`src/assert_macros.svh`:
```
// ----------------------------------------------------------------------------
// Assertion macros shared by the RTL.
// Concurrent checks that compile away when SYNTHESIS is defined.
// ----------------------------------------------------------------------------
`ifndef ASSERT_MACROS_SVH
`define ASSERT_MACROS_SVH
`ifndef SYNTHESIS
// The condition must hold at every clock edge outside reset.
`define SC1KD_ASSERT_ALWAYS(label, clk, rst_n, cond) \
    label: assert property (@(posedge clk) disable iff (!rst_n) (cond)) \
        else $error("%m: check failed");
// The consequent must hold in the same cycle as the antecedent.
`define SC1KD_ASSERT_IMPL(label, clk, rst_n, ante, cons) \
    label: assert property (@(posedge clk) disable iff (!rst_n) (ante) |-> (cons)) \
        else $error("%m: check failed");
// The consequent must hold in the cycle after the antecedent.
`define SC1KD_ASSERT_NEXT(label, clk, rst_n, ante, cons) \
    label: assert property (@(posedge clk) disable iff (!rst_n) (ante) |=> (cons)) \
        else $error("%m: check failed");
`else
`define SC1KD_ASSERT_ALWAYS(label, clk, rst_n, cond)
`define SC1KD_ASSERT_IMPL(label, clk, rst_n, ante, cons)
`define SC1KD_ASSERT_NEXT(label, clk, rst_n, ante, cons)
`endif
`endif

```
`src/sc1kd_pkg.sv`:
```
// ----------------------------------------------------------------------------
// Scan code set 1 decoder package
// Payload types, decoder state and the key lookup tables.
// ----------------------------------------------------------------------------
package sc1kd_pkg;

    localparam logic [7:0] BreakFlag  = 8'h80;
    localparam logic [7:0] PrefixByte = 8'hE0;
    localparam logic [7:0] PauseByte  = 8'hE1;
    localparam logic [6:0] PauseKey   = 7'd97;
    localparam logic [6:0] NoKey      = 7'd0;

    localparam logic [6:0] CodeCtrl   = 7'h1D;
    localparam logic [6:0] CodeLShift = 7'h2A;
    localparam logic [6:0] CodeRShift = 7'h36;
    localparam logic [6:0] CodeAlt    = 7'h38;
    localparam logic [6:0] CodeLGui   = 7'h5B;
    localparam logic [6:0] CodeRGui   = 7'h5C;

    localparam logic [2:0] ModLCtrl  = 3'd0;
    localparam logic [2:0] ModLShift = 3'd1;
    localparam logic [2:0] ModLAlt   = 3'd2;
    localparam logic [2:0] ModLGui   = 3'd3;
    localparam logic [2:0] ModRCtrl  = 3'd4;
    localparam logic [2:0] ModRShift = 3'd5;
    localparam logic [2:0] ModRAlt   = 3'd6;
    localparam logic [2:0] ModRGui   = 3'd7;

    typedef struct packed {
        logic [7:0] scan_byte;
    } t_scan_item;

    typedef struct packed {
        logic [6:0] key_number;
        logic       pressed;
        logic [7:0] modifier_map;
    } t_key_event;

    typedef struct packed {
        logic       prefix_pending;
        logic [1:0] pause_left;
        logic       pause_pressed;
        logic [7:0] held_modifiers;
    } t_dec_state;

    typedef struct packed {
        logic       hit;
        logic [2:0] bit_idx;
    } t_mod_hit;

    function automatic t_mod_hit modifier_lookup(input logic [6:0] code, input logic ext);
        t_mod_hit res;
        res.hit = 1'b1;
        res.bit_idx = ModLCtrl;
        if (ext) begin
            unique case (code)
                CodeCtrl: res.bit_idx = ModRCtrl;
                CodeAlt:  res.bit_idx = ModRAlt;
                CodeLGui: res.bit_idx = ModLGui;
                CodeRGui: res.bit_idx = ModRGui;
                default:  res.hit = 1'b0;
            endcase
        end else begin
            unique case (code)
                CodeCtrl:   res.bit_idx = ModLCtrl;
                CodeLShift: res.bit_idx = ModLShift;
                CodeRShift: res.bit_idx = ModRShift;
                CodeAlt:    res.bit_idx = ModLAlt;
                default:    res.hit = 1'b0;
            endcase
        end
        return res;
    endfunction

    // Normal keys are numbered densely in make-code order, skipping the gaps
    // left by the modifier codes and the unused codes.
    function automatic logic [6:0] normal_key(input logic [6:0] code);
        logic [6:0] key;
        key = NoKey;
        priority if (code >= 7'h01 && code <= 7'h1C) begin
            key = code;
        end else if (code >= 7'h1E && code <= 7'h29) begin
            key = code - 7'd1;
        end else if (code >= 7'h2B && code <= 7'h35) begin
            key = code - 7'd2;
        end else if (code == 7'h37) begin
            key = code - 7'd3;
        end else if (code >= 7'h39 && code <= 7'h53) begin
            key = code - 7'd4;
        end else if (code >= 7'h56 && code <= 7'h58) begin
            key = code - 7'd6;
        end else begin
            key = NoKey;
        end
        return key;
    endfunction

    function automatic logic [6:0] extended_key(input logic [6:0] code);
        logic [6:0] key;
        unique case (code)
            7'h1C:   key = 7'd83;
            7'h35:   key = 7'd84;
            7'h37:   key = 7'd85;
            7'h47:   key = 7'd86;
            7'h48:   key = 7'd87;
            7'h49:   key = 7'd88;
            7'h4B:   key = 7'd89;
            7'h4D:   key = 7'd90;
            7'h4F:   key = 7'd91;
            7'h50:   key = 7'd92;
            7'h51:   key = 7'd93;
            7'h52:   key = 7'd94;
            7'h53:   key = 7'd95;
            7'h5D:   key = 7'd96;
            default: key = NoKey;
        endcase
        return key;
    endfunction

endpackage

```
`src/sc1kd_stream_if.sv`:
```
// ----------------------------------------------------------------------------
// Valid/ready stream interface
// Carries one payload of type T per beat from a source to a sink.
// ----------------------------------------------------------------------------
interface sc1kd_stream_if #(
    parameter type T = logic [7:0]
) ();
    logic valid;
    logic ready;
    T     data;

    modport source (output valid, output data, input ready);
    modport sink (input valid, input data, output ready);
endinterface

```
`src/sc1kd_decode.sv`:
```
// ----------------------------------------------------------------------------
// Scan code decode step
// Combinational next state and event for one scan byte.
// ----------------------------------------------------------------------------
module sc1kd_decode #(
    parameter int PAUSE_TAIL = 2
) (
    input  logic [7:0]             i_byte,
    input  sc1kd_pkg::t_dec_state  i_state,
    output sc1kd_pkg::t_dec_state  o_state,
    output logic                   o_event_valid,
    output sc1kd_pkg::t_key_event  o_event
);
    localparam logic [1:0] TailCode = 2'(PAUSE_TAIL);

    logic [6:0]          code;
    logic                down;
    logic                ext;
    logic [1:0]          pause_next;
    logic                pause_press;
    logic [6:0]          key;
    sc1kd_pkg::t_mod_hit mod;

    assign code        = i_byte[6:0];
    assign down        = (i_byte & sc1kd_pkg::BreakFlag) == 8'h00;
    assign ext         = i_state.prefix_pending;
    assign pause_next  = i_state.pause_left - 2'd1;
    assign pause_press = (i_state.pause_left == TailCode) ? down : i_state.pause_pressed;
    assign mod         = sc1kd_pkg::modifier_lookup(code, ext);
    assign key         = ext ? sc1kd_pkg::extended_key(code) : sc1kd_pkg::normal_key(code);

    always_comb begin
        o_state                = i_state;
        o_event_valid          = 1'b0;
        o_event.key_number     = key;
        o_event.pressed        = down;
        o_event.modifier_map   = i_state.held_modifiers;
        priority if (i_state.pause_left != 2'd0) begin
            // Inside the pause sequence every byte is swallowed.
            o_state.pause_left    = pause_next;
            o_state.pause_pressed = pause_press;
            o_event.key_number    = sc1kd_pkg::PauseKey;
            o_event.pressed       = pause_press;
            o_event_valid         = pause_next == 2'd0;
        end else if (i_byte == sc1kd_pkg::PauseByte) begin
            o_state.pause_left = TailCode;
        end else if (i_byte == sc1kd_pkg::PrefixByte) begin
            o_state.prefix_pending = 1'b1;
        end else begin
            o_state.prefix_pending = 1'b0;
            if (mod.hit) begin
                o_state.held_modifiers[mod.bit_idx] = down;
            end else begin
                o_event_valid = key != sc1kd_pkg::NoKey;
            end
        end
    end
endmodule

```
`src/scan_code_set1_key_decoder_top.sv`:
```
// ----------------------------------------------------------------------------
// Scan code set 1 key decoder
// Turns keyboard scan bytes into key events with the held modifier map.
// ----------------------------------------------------------------------------
// The decoder takes one scan byte per clock as long as the result register is
// free or its event is being taken. A byte goes into the input register, is
// decoded there against the prefix, pause and modifier state, and its event,
// if any, is written to the result register when that register is free or
// its event is being taken. Prefix bytes, pause bytes and modifier codes
// change state only and give no event. Throughput is one byte per cycle while
// the result register is free or drains. The input stalls only when the input
// register holds a byte and the result holds an event that is not being taken.
`include "assert_macros.svh"

module scan_code_set1_key_decoder_top #(
    parameter int PAUSE_TAIL = 2
) (
    input  logic                  i_clk,
    input  logic                  i_rst_n,
    sc1kd_stream_if.sink          i_scan,
    sc1kd_stream_if.source        o_event
);
    logic                  r_in_valid;
    logic [7:0]            r_in_byte;
    sc1kd_pkg::t_dec_state r_state;
    sc1kd_pkg::t_dec_state n_state;
    logic                  r_out_valid;
    sc1kd_pkg::t_key_event r_out;
    sc1kd_pkg::t_key_event n_out;
    logic                  n_out_valid;
    logic                  adv;
    sc1kd_pkg::t_scan_item in_item;

    assign in_item      = i_scan.data;
    // The decode stage moves whenever the result register is free or drains.
    assign adv          = !r_out_valid || o_event.ready;
    assign i_scan.ready = !r_in_valid || adv;

    sc1kd_decode #(
        .PAUSE_TAIL (PAUSE_TAIL)
    ) u_decode (
        .i_byte        (r_in_byte),
        .i_state       (r_state),
        .o_state       (n_state),
        .o_event_valid (n_out_valid),
        .o_event       (n_out)
    );

    always_ff @(posedge i_clk) begin
        if (!i_rst_n) begin
            r_in_valid  <= 1'b0;
            r_out_valid <= 1'b0;
            r_state     <= '0;
        end else begin
            if (i_scan.ready) begin
                r_in_valid <= i_scan.valid;
            end
            if (adv) begin
                r_out_valid <= r_in_valid && n_out_valid;
                if (r_in_valid) begin
                    r_state <= n_state;
                end
            end
        end
    end

    always_ff @(posedge i_clk) begin
        if (i_scan.ready && i_scan.valid) begin
            r_in_byte <= in_item.scan_byte;
        end
        if (adv && r_in_valid && n_out_valid) begin
            r_out <= n_out;
        end
    end

    assign o_event.valid = r_out_valid;
    assign o_event.data  = r_out;

    `SC1KD_ASSERT_IMPL(a_key_in_range, i_clk, i_rst_n, r_out_valid, r_out.key_number != sc1kd_pkg::NoKey && r_out.key_number <= sc1kd_pkg::PauseKey)
    `SC1KD_ASSERT_ALWAYS(a_pause_bound, i_clk, i_rst_n, r_state.pause_left <= 2'(PAUSE_TAIL))
    `SC1KD_ASSERT_IMPL(a_pause_last, i_clk, i_rst_n, adv && r_in_valid && n_out_valid && r_state.pause_left != 2'd0, r_state.pause_left == 2'd1)
    `SC1KD_ASSERT_NEXT(a_in_hold, i_clk, i_rst_n, r_in_valid && !adv, r_in_valid && $stable(r_in_byte))
endmodule

```
`src/flat_wrapper.sv`:
```
// flat-port wrapper written by rule: the top's interface ports become plain ports
module scan_code_set1_key_decoder_top_flat 
#(
    parameter int PAUSE_TAIL = 2
)
  (i_clk, i_rst_n, i_scan_valid, i_scan_data, i_scan_ready, o_event_valid, o_event_data, o_event_ready);
  sc1kd_stream_if #(.T(sc1kd_pkg::t_scan_item)) i_scan_i ();
  sc1kd_stream_if #(.T(sc1kd_pkg::t_key_event)) o_event_i ();
  input  logic i_clk;
  input  logic i_rst_n;
  input wire logic [$bits(i_scan_i.valid)-1:0] i_scan_valid;
  input wire logic [$bits(i_scan_i.data)-1:0] i_scan_data;
  output wire logic [$bits(i_scan_i.ready)-1:0] i_scan_ready;
  output wire logic [$bits(o_event_i.valid)-1:0] o_event_valid;
  output wire logic [$bits(o_event_i.data)-1:0] o_event_data;
  input wire logic [$bits(o_event_i.ready)-1:0] o_event_ready;
  assign i_scan_i.valid = i_scan_valid;
  assign i_scan_i.data = i_scan_data;
  assign i_scan_ready = i_scan_i.ready;
  assign o_event_valid = o_event_i.valid;
  assign o_event_data = o_event_i.data;
  assign o_event_i.ready = o_event_ready;
  scan_code_set1_key_decoder_top #(.PAUSE_TAIL(PAUSE_TAIL)) u_core (.i_clk(i_clk), .i_rst_n(i_rst_n), .i_scan(i_scan_i), .o_event(o_event_i));
endmodule
```
`config.mk`:
```
export PLATFORM = sky130hd
export DESIGN_NAME = scan_code_set1_key_decoder_top_flat
export DESIGN_NICKNAME = d
export VERILOG_FILES = /design/src/sc1kd_pkg.sv /design/src/sc1kd_stream_if.sv /design/src/sc1kd_decode.sv /design/src/scan_code_set1_key_decoder_top.sv /design/src/flat_wrapper.sv
export VERILOG_INCLUDE_DIRS = /design/src /design/src/src
export SDC_FILE = /design/constraint.sdc
export NUM_CORES = 1
export LEC_CHECK = 0
export ABC_AREA = 1
export BUFFER_PORTS_ARGS = -buffer_cell sky130_fd_sc_hd__buf_2
export CORE_MARGIN = 10
export CORE_UTILIZATION = 54
export CTS_CLUSTER_DIAMETER = 120
export CTS_CLUSTER_SIZE = 12
export DETAILED_ROUTE_END_ITERATION = 10
export PLACE_DENSITY = 0.77
export SKIP_LAST_GASP = 1
export SLEW_MARGIN = 20
export SYNTH_ARGS = -nofsm -noshare
export SYNTH_HDL_FRONTEND = slang
export SYNTH_SLANG_ARGS = --single-unit
```
`constraint.sdc`:
```
create_clock -name i_clk -period 3.1 [get_ports i_clk]
set_input_delay 0.93 -clock i_clk [delete_from_list [all_inputs] [get_ports i_clk]]
set_output_delay 0.93 -clock i_clk [all_outputs]
set_load 0.02 [all_outputs]
```
# --- After elaboration in Yosys (flattened, before gate mapping) ---
# Cells that the tools add are included.
word_totals:
  register_bits: 38
  input_bits: 12
  out_inout_bits: 18
  elab_cells: 104
classes:
  addsub: 6
  magnitude_cmp: 12
  n_eq_ne: 23
  n_mux: 25
  bitwise: 3
  reduce_logical: 25
ops:
  columns: ["operator", "n"]
  rows:
  - ["7-bit one-hot mux with 14 select lines", 1]
  - ["7-bit == test, second input constant", 13]
  - ["7-bit two-way mux", 7]
  - ["7-bit by 6-bit == test with 1-bit output, second input constant", 5]
  - ["8-bit == test, second input constant", 2]
  - ["7-bit by 5-bit == test with 1-bit output, second input constant", 2]
  - ["7-bit by 6-bit >= comparator with 1-bit output, second input constant", 2]
  - ["7-bit by 6-bit less-or-equal comparator with 1-bit output, second input constant", 2]
  - ["7-bit less-or-equal comparator, second input constant", 2]
  - ["7-bit by 2-bit subtractor with 7-bit output, second input constant", 2]
  - ["7-bit by 3-bit subtractor with 7-bit output, second input constant", 2]
  - ["3-bit one-hot mux with 4 select lines", 1]
  - ["1-bit logical AND", 10]
  - ["1-bit two-way mux", 10]
  - ["3-bit one-hot mux with 3 select lines", 1]
  - ["8-bit bitwise mux", 1]
  - ["8-bit logical NOT", 1]
  - ["4-bit OR reduction", 2]
  - ["7-bit by 1-bit >= comparator with 1-bit output, second input constant", 1]
  - ["7-bit by 5-bit >= comparator with 1-bit output, second input constant", 1]
  - ["7-bit >= comparator, second input constant", 1]
  - ["7-bit by 5-bit less-or-equal comparator with 1-bit output, second input constant", 1]
  - ["7-bit nonzero test", 1]
  - ["7-bit by 1-bit subtractor with 7-bit output, second input constant", 1]
  - ["other kinds (15)", 22]

# --- Logic depth before layout (Yosys ltp) ---
# Gate-level depths: netlist (run 1).
logic_depth:
  depth_word: 15
  depth_mapped: 22
  ltp_nobuf: 22

# --- By module ---
# Synthesis (run 1) repeated with hierarchy kept, for this count alone.
unflattened:
  cells_unflattened: 455
  area_unflattened_um2: 3233.1
by_module_without_submodules:
  columns: ["module", "instances", "cells_each", "area_each_um2", "seq_area_each_um2"]
  rows:
  - ["sc1kd_decode", 1, 340, 1819.2, 0.0]
  - ["scan_code_set1_key_decoder_top", 1, 115, 1413.9, 1001.0]

# --- Least setup slack after synthesis (run 1) ---
# OpenSTA, ideal clock, no wires.
synth_path:
  path_kind: "reg2reg"
  start: "reg u_core.r_in_byte[2]"
  end: "reg u_core.r_out, in the netlist u_core.o_event.data[0] (enable)"
  setup_ps: 372
  t_arrival_ps: 2472
  t_required_ps: 2728
  slack_ps: 256
  path_stages_with_launch: 20
  path_buffers: 1
  synth_period_minus_slack_ps: 2844
  path_cell_list: "edfxtp_1 inv_1 ha_1 buf_2 nand3_1 nor2_1 nor2_1 nand2_1 nand2_4 nand2_1 nand2_1 o21ai_0 nand2_1 nand2_1 nand2_1 nand3_1 nor2_1 nand2_1 nand2_1 nand2_1"
synth_between:
  elab_chain_cells: 15
  word_cells_on_any_way: 61
  classes_between: "add/sub: 5; order compare: 10; eq/ne: 22; mux: 15; reduce/logical: 9"
synth_lines:
  columns: ["element", "line_no", "rtl"]
  rows:
  - ["start, declared", "scan_code_set1_key_decoder_top.sv:24", "logic [7:0] r_in_byte;"]
  - ["start signal, assigned", "scan_code_set1_key_decoder_top.sv:69", "r_in_byte <= in_item.scan_byte;"]
  - ["7-bit >= comparator or 7-bit less-or-equal comparator (tied branches)", "sc1kd_pkg.sv:90", "end else if (code >= 7'h56 && code <= 7'h58) begin"]
  - ["1-bit logical AND", "sc1kd_pkg.sv:90", null]
  - ["7-bit two-way mux", "sc1kd_pkg.sv:90", null]
  - ["7-bit two-way mux", "sc1kd_pkg.sv:88", "end else if (code >= 7'h39 && code <= 7'h53) begin"]
  - ["7-bit two-way mux", "sc1kd_pkg.sv:86", "end else if (code == 7'h37) begin"]
  - ["7-bit two-way mux", "sc1kd_pkg.sv:84", "end else if (code >= 7'h2B && code <= 7'h35) begin"]
  - ["7-bit two-way mux", "sc1kd_pkg.sv:82", "end else if (code >= 7'h1E && code <= 7'h29) begin"]
  - ["7-bit two-way mux", "sc1kd_pkg.sv:80", "priority if (code >= 7'h01 && code <= 7'h1C) begin"]
  - ["7-bit two-way mux", "sc1kd_decode.sv:30", "assign key = ext ? sc1kd_pkg::extended_key(code) : sc1kd_pkg::normal_key(code);"]
  - ["7-bit nonzero test", "sc1kd_decode.sv:54", "o_event_valid = key != sc1kd_pkg::NoKey;"]
  - ["1-bit two-way mux", "sc1kd_decode.sv:51", "if (mod.hit) begin"]
  - ["1-bit two-way mux", "sc1kd_decode.sv:47", "end else if (i_byte == sc1kd_pkg::PrefixByte) begin"]
  - ["1-bit two-way mux *", "sc1kd_decode.sv:45", "end else if (i_byte == sc1kd_pkg::PauseByte) begin"]
  - ["1-bit two-way mux *", "sc1kd_decode.sv:38", "priority if (i_state.pause_left != 2'd0) begin"]
  - ["1-bit logical AND *", "scan_code_set1_key_decoder_top.sv:71", "if (adv && r_in_valid && n_out_valid) begin"]
  - ["end signal, assigned", "scan_code_set1_key_decoder_top.sv:72", "r_out <= n_out;"]
  - ["end, declared", "scan_code_set1_key_decoder_top.sv:28", "sc1kd_pkg::t_key_event r_out;"]
# Every way passes the cells marked *; elsewhere a longest branch is shown, timed or not.
# A chain may end at the register's enable or synchronous reset.

# --- Worst setup path after layout (run 1) ---
layout_path:
  start: "reg u_core.r_in_byte[2]"
  end: "reg u_core.r_out, in the netlist u_core.o_event.data[4] (enable)"
# Same word-level chain as after synthesis.

==> run metrics, run 1 <==
startpoint types=flop; critical path's largest stage delay=0.39 ns; fraction of registers with async set/reset=0%; Worst Max-Slew Pin Slew=0.5525 ns; Cell Area, Synth=2908 um^2; pre-CTS setup slack=0.2862 ns; Max Cap Viol=0; Fin Setup TNS=0 ns; R2R Path Start=u_core.r_in_byte[2]; Cell Area, Placed=3158 um^2; Final Hold Fails=0; diode count=0; DP HPWL=5654 um; clock root buffer=clkbuf_8; number of enable flip-flop cells after synthesis=24; post-layout min period=2.773 ns; CP max stage cell=edfxtp_1; Period Utilization, post-route=89.46%; syn_area_per_cell=7.288 um^2; Post-Syn Nets=428; Yosys warning total=0; setup bufs post-CTS=0; register area share after synthesis=34.42%; port bufs=29; post-route ant nets=0; Hold Crit Class=reg -> reg; leading register cell type out of synthesis=edfxtp_1; commonest non-fill, non-tap cell in the layout=nand2_1; vias=2768; gate count of the mapped netlist=399; number of antenna violations at the first check in global routing=0; multi-input combinational cell area=1632 um^2; commonest cells after routing, fill and taps aside=104 x nand2_1, 48 x nor2_1, 46 x inv_1; htree depth=2; R2R setup slack=0.33 ns; die area=8720 um^2; Slew Limit Headroom=63.17%; Crit. Startpoint=u_core.r_in_byte[2]; fin nets=469; first-pass GRT wire length=11900 um; PwrDens=359.6 nW/um^2; Wirelength per Cell=13.97 um; Die Wd=93.38 um; Final Worst Setup Slack=0.3268 ns; CTS tree=done; Sink Count=38; worst path cell trace=inv_2 -> buf_4 -> ha_1 -> nand2_1 -> nand2_1 -> nand2_1 -> nand2_4 -> inv_2 -> nand3_1 -> nand2_1 -> nand2_1 -> nand2_1 -> a21oi_1 -> nand2_1 -> nor2_1 -> nand2_1 -> nand2_1 -> nand2_1 -> buf_4; setup violators final=0; RSZ-0062 raised after global routing=no; CTS buffer count=5; Leak=1.564 nW; critical path arrival=2.81 ns; Max Freq=360.6 MHz; FF+latch count, synth=38; worst vdd ir=407.5 uV; GR Util All Layers=16.49%; critical path's most frequent cell=nand2_1; crit path max fanout=12; CP endpoint kind=flop; detailed-route DRC error count=0; GRT overflow=0; GP Congestion=0.9651; I/O pin count=30; Final Max Tran Viols=0; Fin Clk Skew=0.004375 ns; Worst-Skew Late Latency=0.28 ns; Clock Path Buffers=2; Netlist cell types=44; initial DRC count=299; post-DR vias/cell=5.417; sequential cell area=1001 um^2; Reg clk slew, reported paths=0.07 ns; post-route cell area=3252 um^2; final WL=7138 um; number of fill cells=458; outcome=finished clean; initial core utilization=56.22%; Placeable Area=5172 um^2; WS Path Type=reg -> reg; HP Start=u_core.r_state[7]; chip height=93.38 um; vias in the first global route=2575; First-pass DRT Iterations=6; layout cells sized above 1=18.59%; row cnt=26; Area growth syn-to-layout=11.83%; largest net degree at the start of global routing=13; CP Data Required Time=3.13 ns
## area by class of cell
class                           count  share of cell area, %
Tap cell                           70                  2.693
Clock inverter                      2                 0.3078
Inverter                           53                  6.118
Timing Repair Buffer               43                  7.695
Clock buffer                        6                  2.232
Sequential cell                    38                  30.78
Multi-Input combinational cell    299                  50.17
## worst max-delay path: cells and delay by family, from the launching register on
kind	cells	cell delay, ns
AO/OA/AOI/OAI	1	0.18
adder cells (fa/ha/maj)	1	0.24
buffers and inverters	4	0.55
flip-flops	1	0.39
AND/OR/NAND/NOR	13	1.16
## state kept, by name (all words and copies together) (netlist names)
signal and flops:
u_core.o_event.valid 1, u_core.r_in_valid 1, u_core.r_in_byte 8, u_core.o_event.data 16, u_core.r_state 12
## cells by family (layout without fill, tap and decap cells)
group | count (synthesis) | in the layout | share of synthesized area (%)
compound gates | 62 | 62 | 12.26
xor+xnor | 5 | 5 | 1.506
fa+ha+maj | 17 | 17 | 7.315
buf+inv | 62 | 104 | 9.853
flops | 38 | 38 | 34.42
mux | 1 | 1 | 0.3442
simple gates | 214 | 214 | 34.29
## power by group
| group | internal [mW] | switching (mW) |
|---|---|---|
| Clock | 0.156 | 0.153 |
| Sequential | 0.568 | 0.0177 |
| Combinational | 0.0947 | 0.181 |
## cells in the mapped netlist (2+ instances only)
cell | count | area [um^2]
o21a_1 | 2 | 15.01
nor2_4 | 2 | 22.52
nor4_1 | 2 | 12.51
nand3_4 | 3 | 52.55
o21ai_0 | 24 | 120.1
inv_1 | 47 | 176.4
a31oi_1 | 2 | 12.51
nor2_2 | 3 | 18.77
xor2_1 | 3 | 26.28
nand2_4 | 2 | 22.52
nand4_1 | 7 | 43.79
xnor2_1 | 2 | 17.52
dfxtp_1 | 14 | 280.3
ha_1 | 17 | 212.7
nand2_1 | 104 | 390.4
nand3_1 | 30 | 150.1
inv_2 | 5 | 18.77
edfxtp_1 | 24 | 720.7
a21boi_0 | 2 | 15.01
nand2_2 | 4 | 25.02
a211oi_1 | 5 | 37.54
nor2_1 | 48 | 180.2
a21oi_1 | 22 | 110.1
buf_6 | 5 | 56.30
## timing repair
action | 4_1_cts | 5_1_grt
hold buffers | 0 | 0
gates resized for setup | 0 | 6
endpoints found under the setup margin | 0 | 16
## metal layers
layer	share of wire [%]	track usage (%)	up-vias
met1	46	22.92	1237
li1	-	-	1388
met4	0.57	2.314	0
met2	44	25.12	135
met5	0	0	-
met3	9.5	4.796	8
## metrics by stage
stage	util, %	std cells	total power, mW	hold WS (ns)
after floorplan	-	399	0.7905	0.4030
after global placement	61.05	503	0.8669	0.4086
after detailed placement	61.05	503	0.8667	0.4185
after CTS	62.65	511	1.174	0.4308
after global routing	62.87	511	1.237	0.4425
final	62.87	511	1.169	0.4295
## worst paths after layout
kind                             to  cells past startpoint
max          u_core.o_event.data[4]                     19
max reg2reg  u_core.o_event.data[4]                     19
min          u_core.o_event.data[7]                      0
min reg2reg  u_core.o_event.data[7]                      0
Power figures use the tool's default switching activity.
==> run 2: changes to the inputs <==
--- a/config.mk
+++ b/config.mk
@@ -6,14 +6,13 @@
 export SDC_FILE = /design/constraint.sdc
 export NUM_CORES = 1
 export LEC_CHECK = 0
-export ABC_AREA = 1
 export BUFFER_PORTS_ARGS = -buffer_cell sky130_fd_sc_hd__buf_2
 export CORE_MARGIN = 10
-export CORE_UTILIZATION = 54
+export CORE_UTILIZATION = 53
 export CTS_CLUSTER_DIAMETER = 120
 export CTS_CLUSTER_SIZE = 12
 export DETAILED_ROUTE_END_ITERATION = 10
-export PLACE_DENSITY = 0.77
+export PLACE_DENSITY = 0.76
 export SKIP_LAST_GASP = 1
 export SLEW_MARGIN = 20
 export SYNTH_ARGS = -nofsm -noshare
==> run metrics, run 2 <==
Die Wd=92.25 um; Wirelength per Cell=16.57 um; vias=2679; PwrDens=392.9 nW/um^2; WHS=0.4187 ns; Synth area leader=edfxtp_1; GRT overflow=0; Comb power frac=24.8%; Post-Syn Nets=328; worst vdd ir=381.0 uV; post-route cell area=3625 um^2; final WL=7306 um; RSZ-0062 raised after global routing=yes; initial DRC count=220; Placeable Area=5075 um^2; Final Hold Fails=0; port bufs=29; Sw Share=26.46%; Slew Limit Headroom=63.95%; worst path cell trace=inv_4 -> ha_4 -> buf_4 -> nand2_1 -> a31oi_4 -> nand2_2 -> buf_4 -> nand3_1 -> o21ai_0 -> o32a_1 -> o41ai_4 -> nand2_2 -> buf_6; gate count of the mapped netlist=299; Max Cap Viol=0; Reg power frac=41.0%; Hold Crit Class=reg -> reg; Period Utilization, post-route=100.3%; Cell Area, Placed=3276 um^2; CP max stage cell=edfxtp_1; critical path buffer and inverter count=4; Final Max Tran Viols=0; Cell Area, Synth=2766 um^2; CP Data Required Time=3.15 ns; CP top delay family=compound AO/OA/AOI/OAI gates; largest cells by area after synthesis=edfxtp_1 26%, dfxtp_1 10%, ha_1 7.7%; Fin Clk Skew=0.008163 ns; diode count=0; Reg clk slew, reported paths=0.08 ns; Sink Count=38; failing checks=negative setup slack; die area=8509 um^2; Total Power=1.424 mW; post-route ant nets=0; number of enable flip-flop cells after synthesis=24; first-pass GRT wire length=11940 um; Final Worst Setup Slack=-0.008024 ns; post-DR vias/cell=6.075; critical path's largest stage delay=0.52 ns; Largest register FFs=16; DP HPWL=5437 um; post-layout min period=3.108 ns; CP endpoint kind=flop; initial core utilization=54.51%; fin nets=399; GP Congestion=0.9685; internal power=1.047 mW; number of antenna violations at the first check in global routing=0; Area growth syn-to-layout=31.03%; syn_area_per_cell=9.252 um^2; FF+latch count, synth=38; Yosys warning total=0; CTS tree=done; vias in the first global route=2580; commonest non-fill, non-tap cell in the layout=buf_4; chip height=92.25 um; critical path arrival=3.16 ns; Netlist cell types=70; I/O pin count=30; crit path max fanout=6; Clk pwr share=34.2%; htree depth=2; GR Util All Layers=16.67%; top cell type's share of synthesized area=26.05%; First-pass DRT Iterations=5; sw power=0.3768 mW; Worst-Skew Late Latency=0.29 ns; leading register cell type out of synthesis=edfxtp_1; fraction of registers with async set/reset=0%; Clock Path Buffers=2; Fin Setup TNS=-0.08767 ns; detailed-route DRC error count=0; row cnt=26; register area share after synthesis=36.18%; synth cell count leaders=24 x edfxtp_1, 24 x nand2_1, 21 x a21oi_1; commonest cells after routing, fill and taps aside=45 x buf_4, 29 x buf_2, 24 x edfxtp_1; layout cells sized above 1=36.39%; Max Freq=321.7 MHz; Worst Max-Slew Pin Slew=0.5371 ns; # hold bufs at CTS=0; setup violators final=14; clock root buffer=clkbuf_8; WS Path Type=reg -> reg; largest net degree at the start of global routing=15; outcome=finished with violations; CTS buffer count=5; Leak=1.382 nW; startpoint types=flop
## run 2: cell count changes in the layout (fill, tap and decap cells not counted), sizes merged, moves of 4 or more
cell    before  now
a311oi       0    8
nor2        54   18
nand2      110   25
nand2b       0    5
inv         52   11
nand4        7    1
nand3b       1    5
nor3         2    9
and2         0   10
buf         43   81
nand3       34    9
or3          0    6
nor2b        0    7
o21ai       26   19
## run 2: stage by stage
stage	instances	setup slack [ns]	util, %
finish	441	-0.008024	71.43
detailed placement	426	-0.05793	64.55
global placement	426	0.01856	64.55
CTS	440	-0.01317	68.96
floorplan	299	-0.01475	-
global route	441	-0.1428	71.43
## run 2: logic make-up after synthesis
logic type	after synthesis	share of synthesized area [%]
AO/OA/AOI/OAI	101	27.18
XOR/XNOR	4	1.267
adder cells (fa/ha/maj)	17	7.689
buffers and inverters	28	5.563
flip-flops	38	36.18
multiplexers	2	0.7237
AND/OR/NAND/NOR	109	21.39
## run 2: layout make-up
class                      count  area (um^2)
multi-input combinational    233         1790
fill                         364         1450
sequential                    38         1001
timing repair buffer          81        561.8
tap                           70        87.58
clock buffer                   5        68.82
clock inverter                 3        68.82
inverter                      11        46.29
## run 2: repair_timing
action / 4_1_cts / 5_1_grt
gates resized for setup: 10 / 29
pin swaps: 3 / 14
buffers inserted: 5 / 2
endpoints found under the setup margin: 16 / 17
cloned: 1 / 0
## run 2: final timing paths
path | start | end | slack, ns | cells after the start
hold / removal | u_core.r_state[4] | u_core.o_event.data[4] | 0.42 | 0
setup reg to reg | u_core.r_in_byte[1] | u_core.o_event.data[0] | -0.008 | 13
hold reg to reg | u_core.r_state[4] | u_core.o_event.data[4] | 0.42 | 0
setup / recovery | u_core.r_in_byte[1] | u_core.o_event.data[0] | -0.008 | 13
## run 2: per-layer routing
metal | global-route usage, % | wire (um)
met4 | 5.141 | 153
met5 | 0 | 0
met2 | 25.65 | 3373
met1 | 21.81 | 3161
met3 | 5.134 | 618
## run 2: power groups by stage
stage,clock [mW],sequential (mW),combinational [mW]
5_1_grt,0.513,0.587,0.382
3_5_place_dp,0,0.595,0.305
2_1_floorplan,0,0.611,0.184
6_report,0.487,0.584,0.353
4_1_cts,0.496,0.584,0.321
3_3_place_gp,0,0.594,0.304
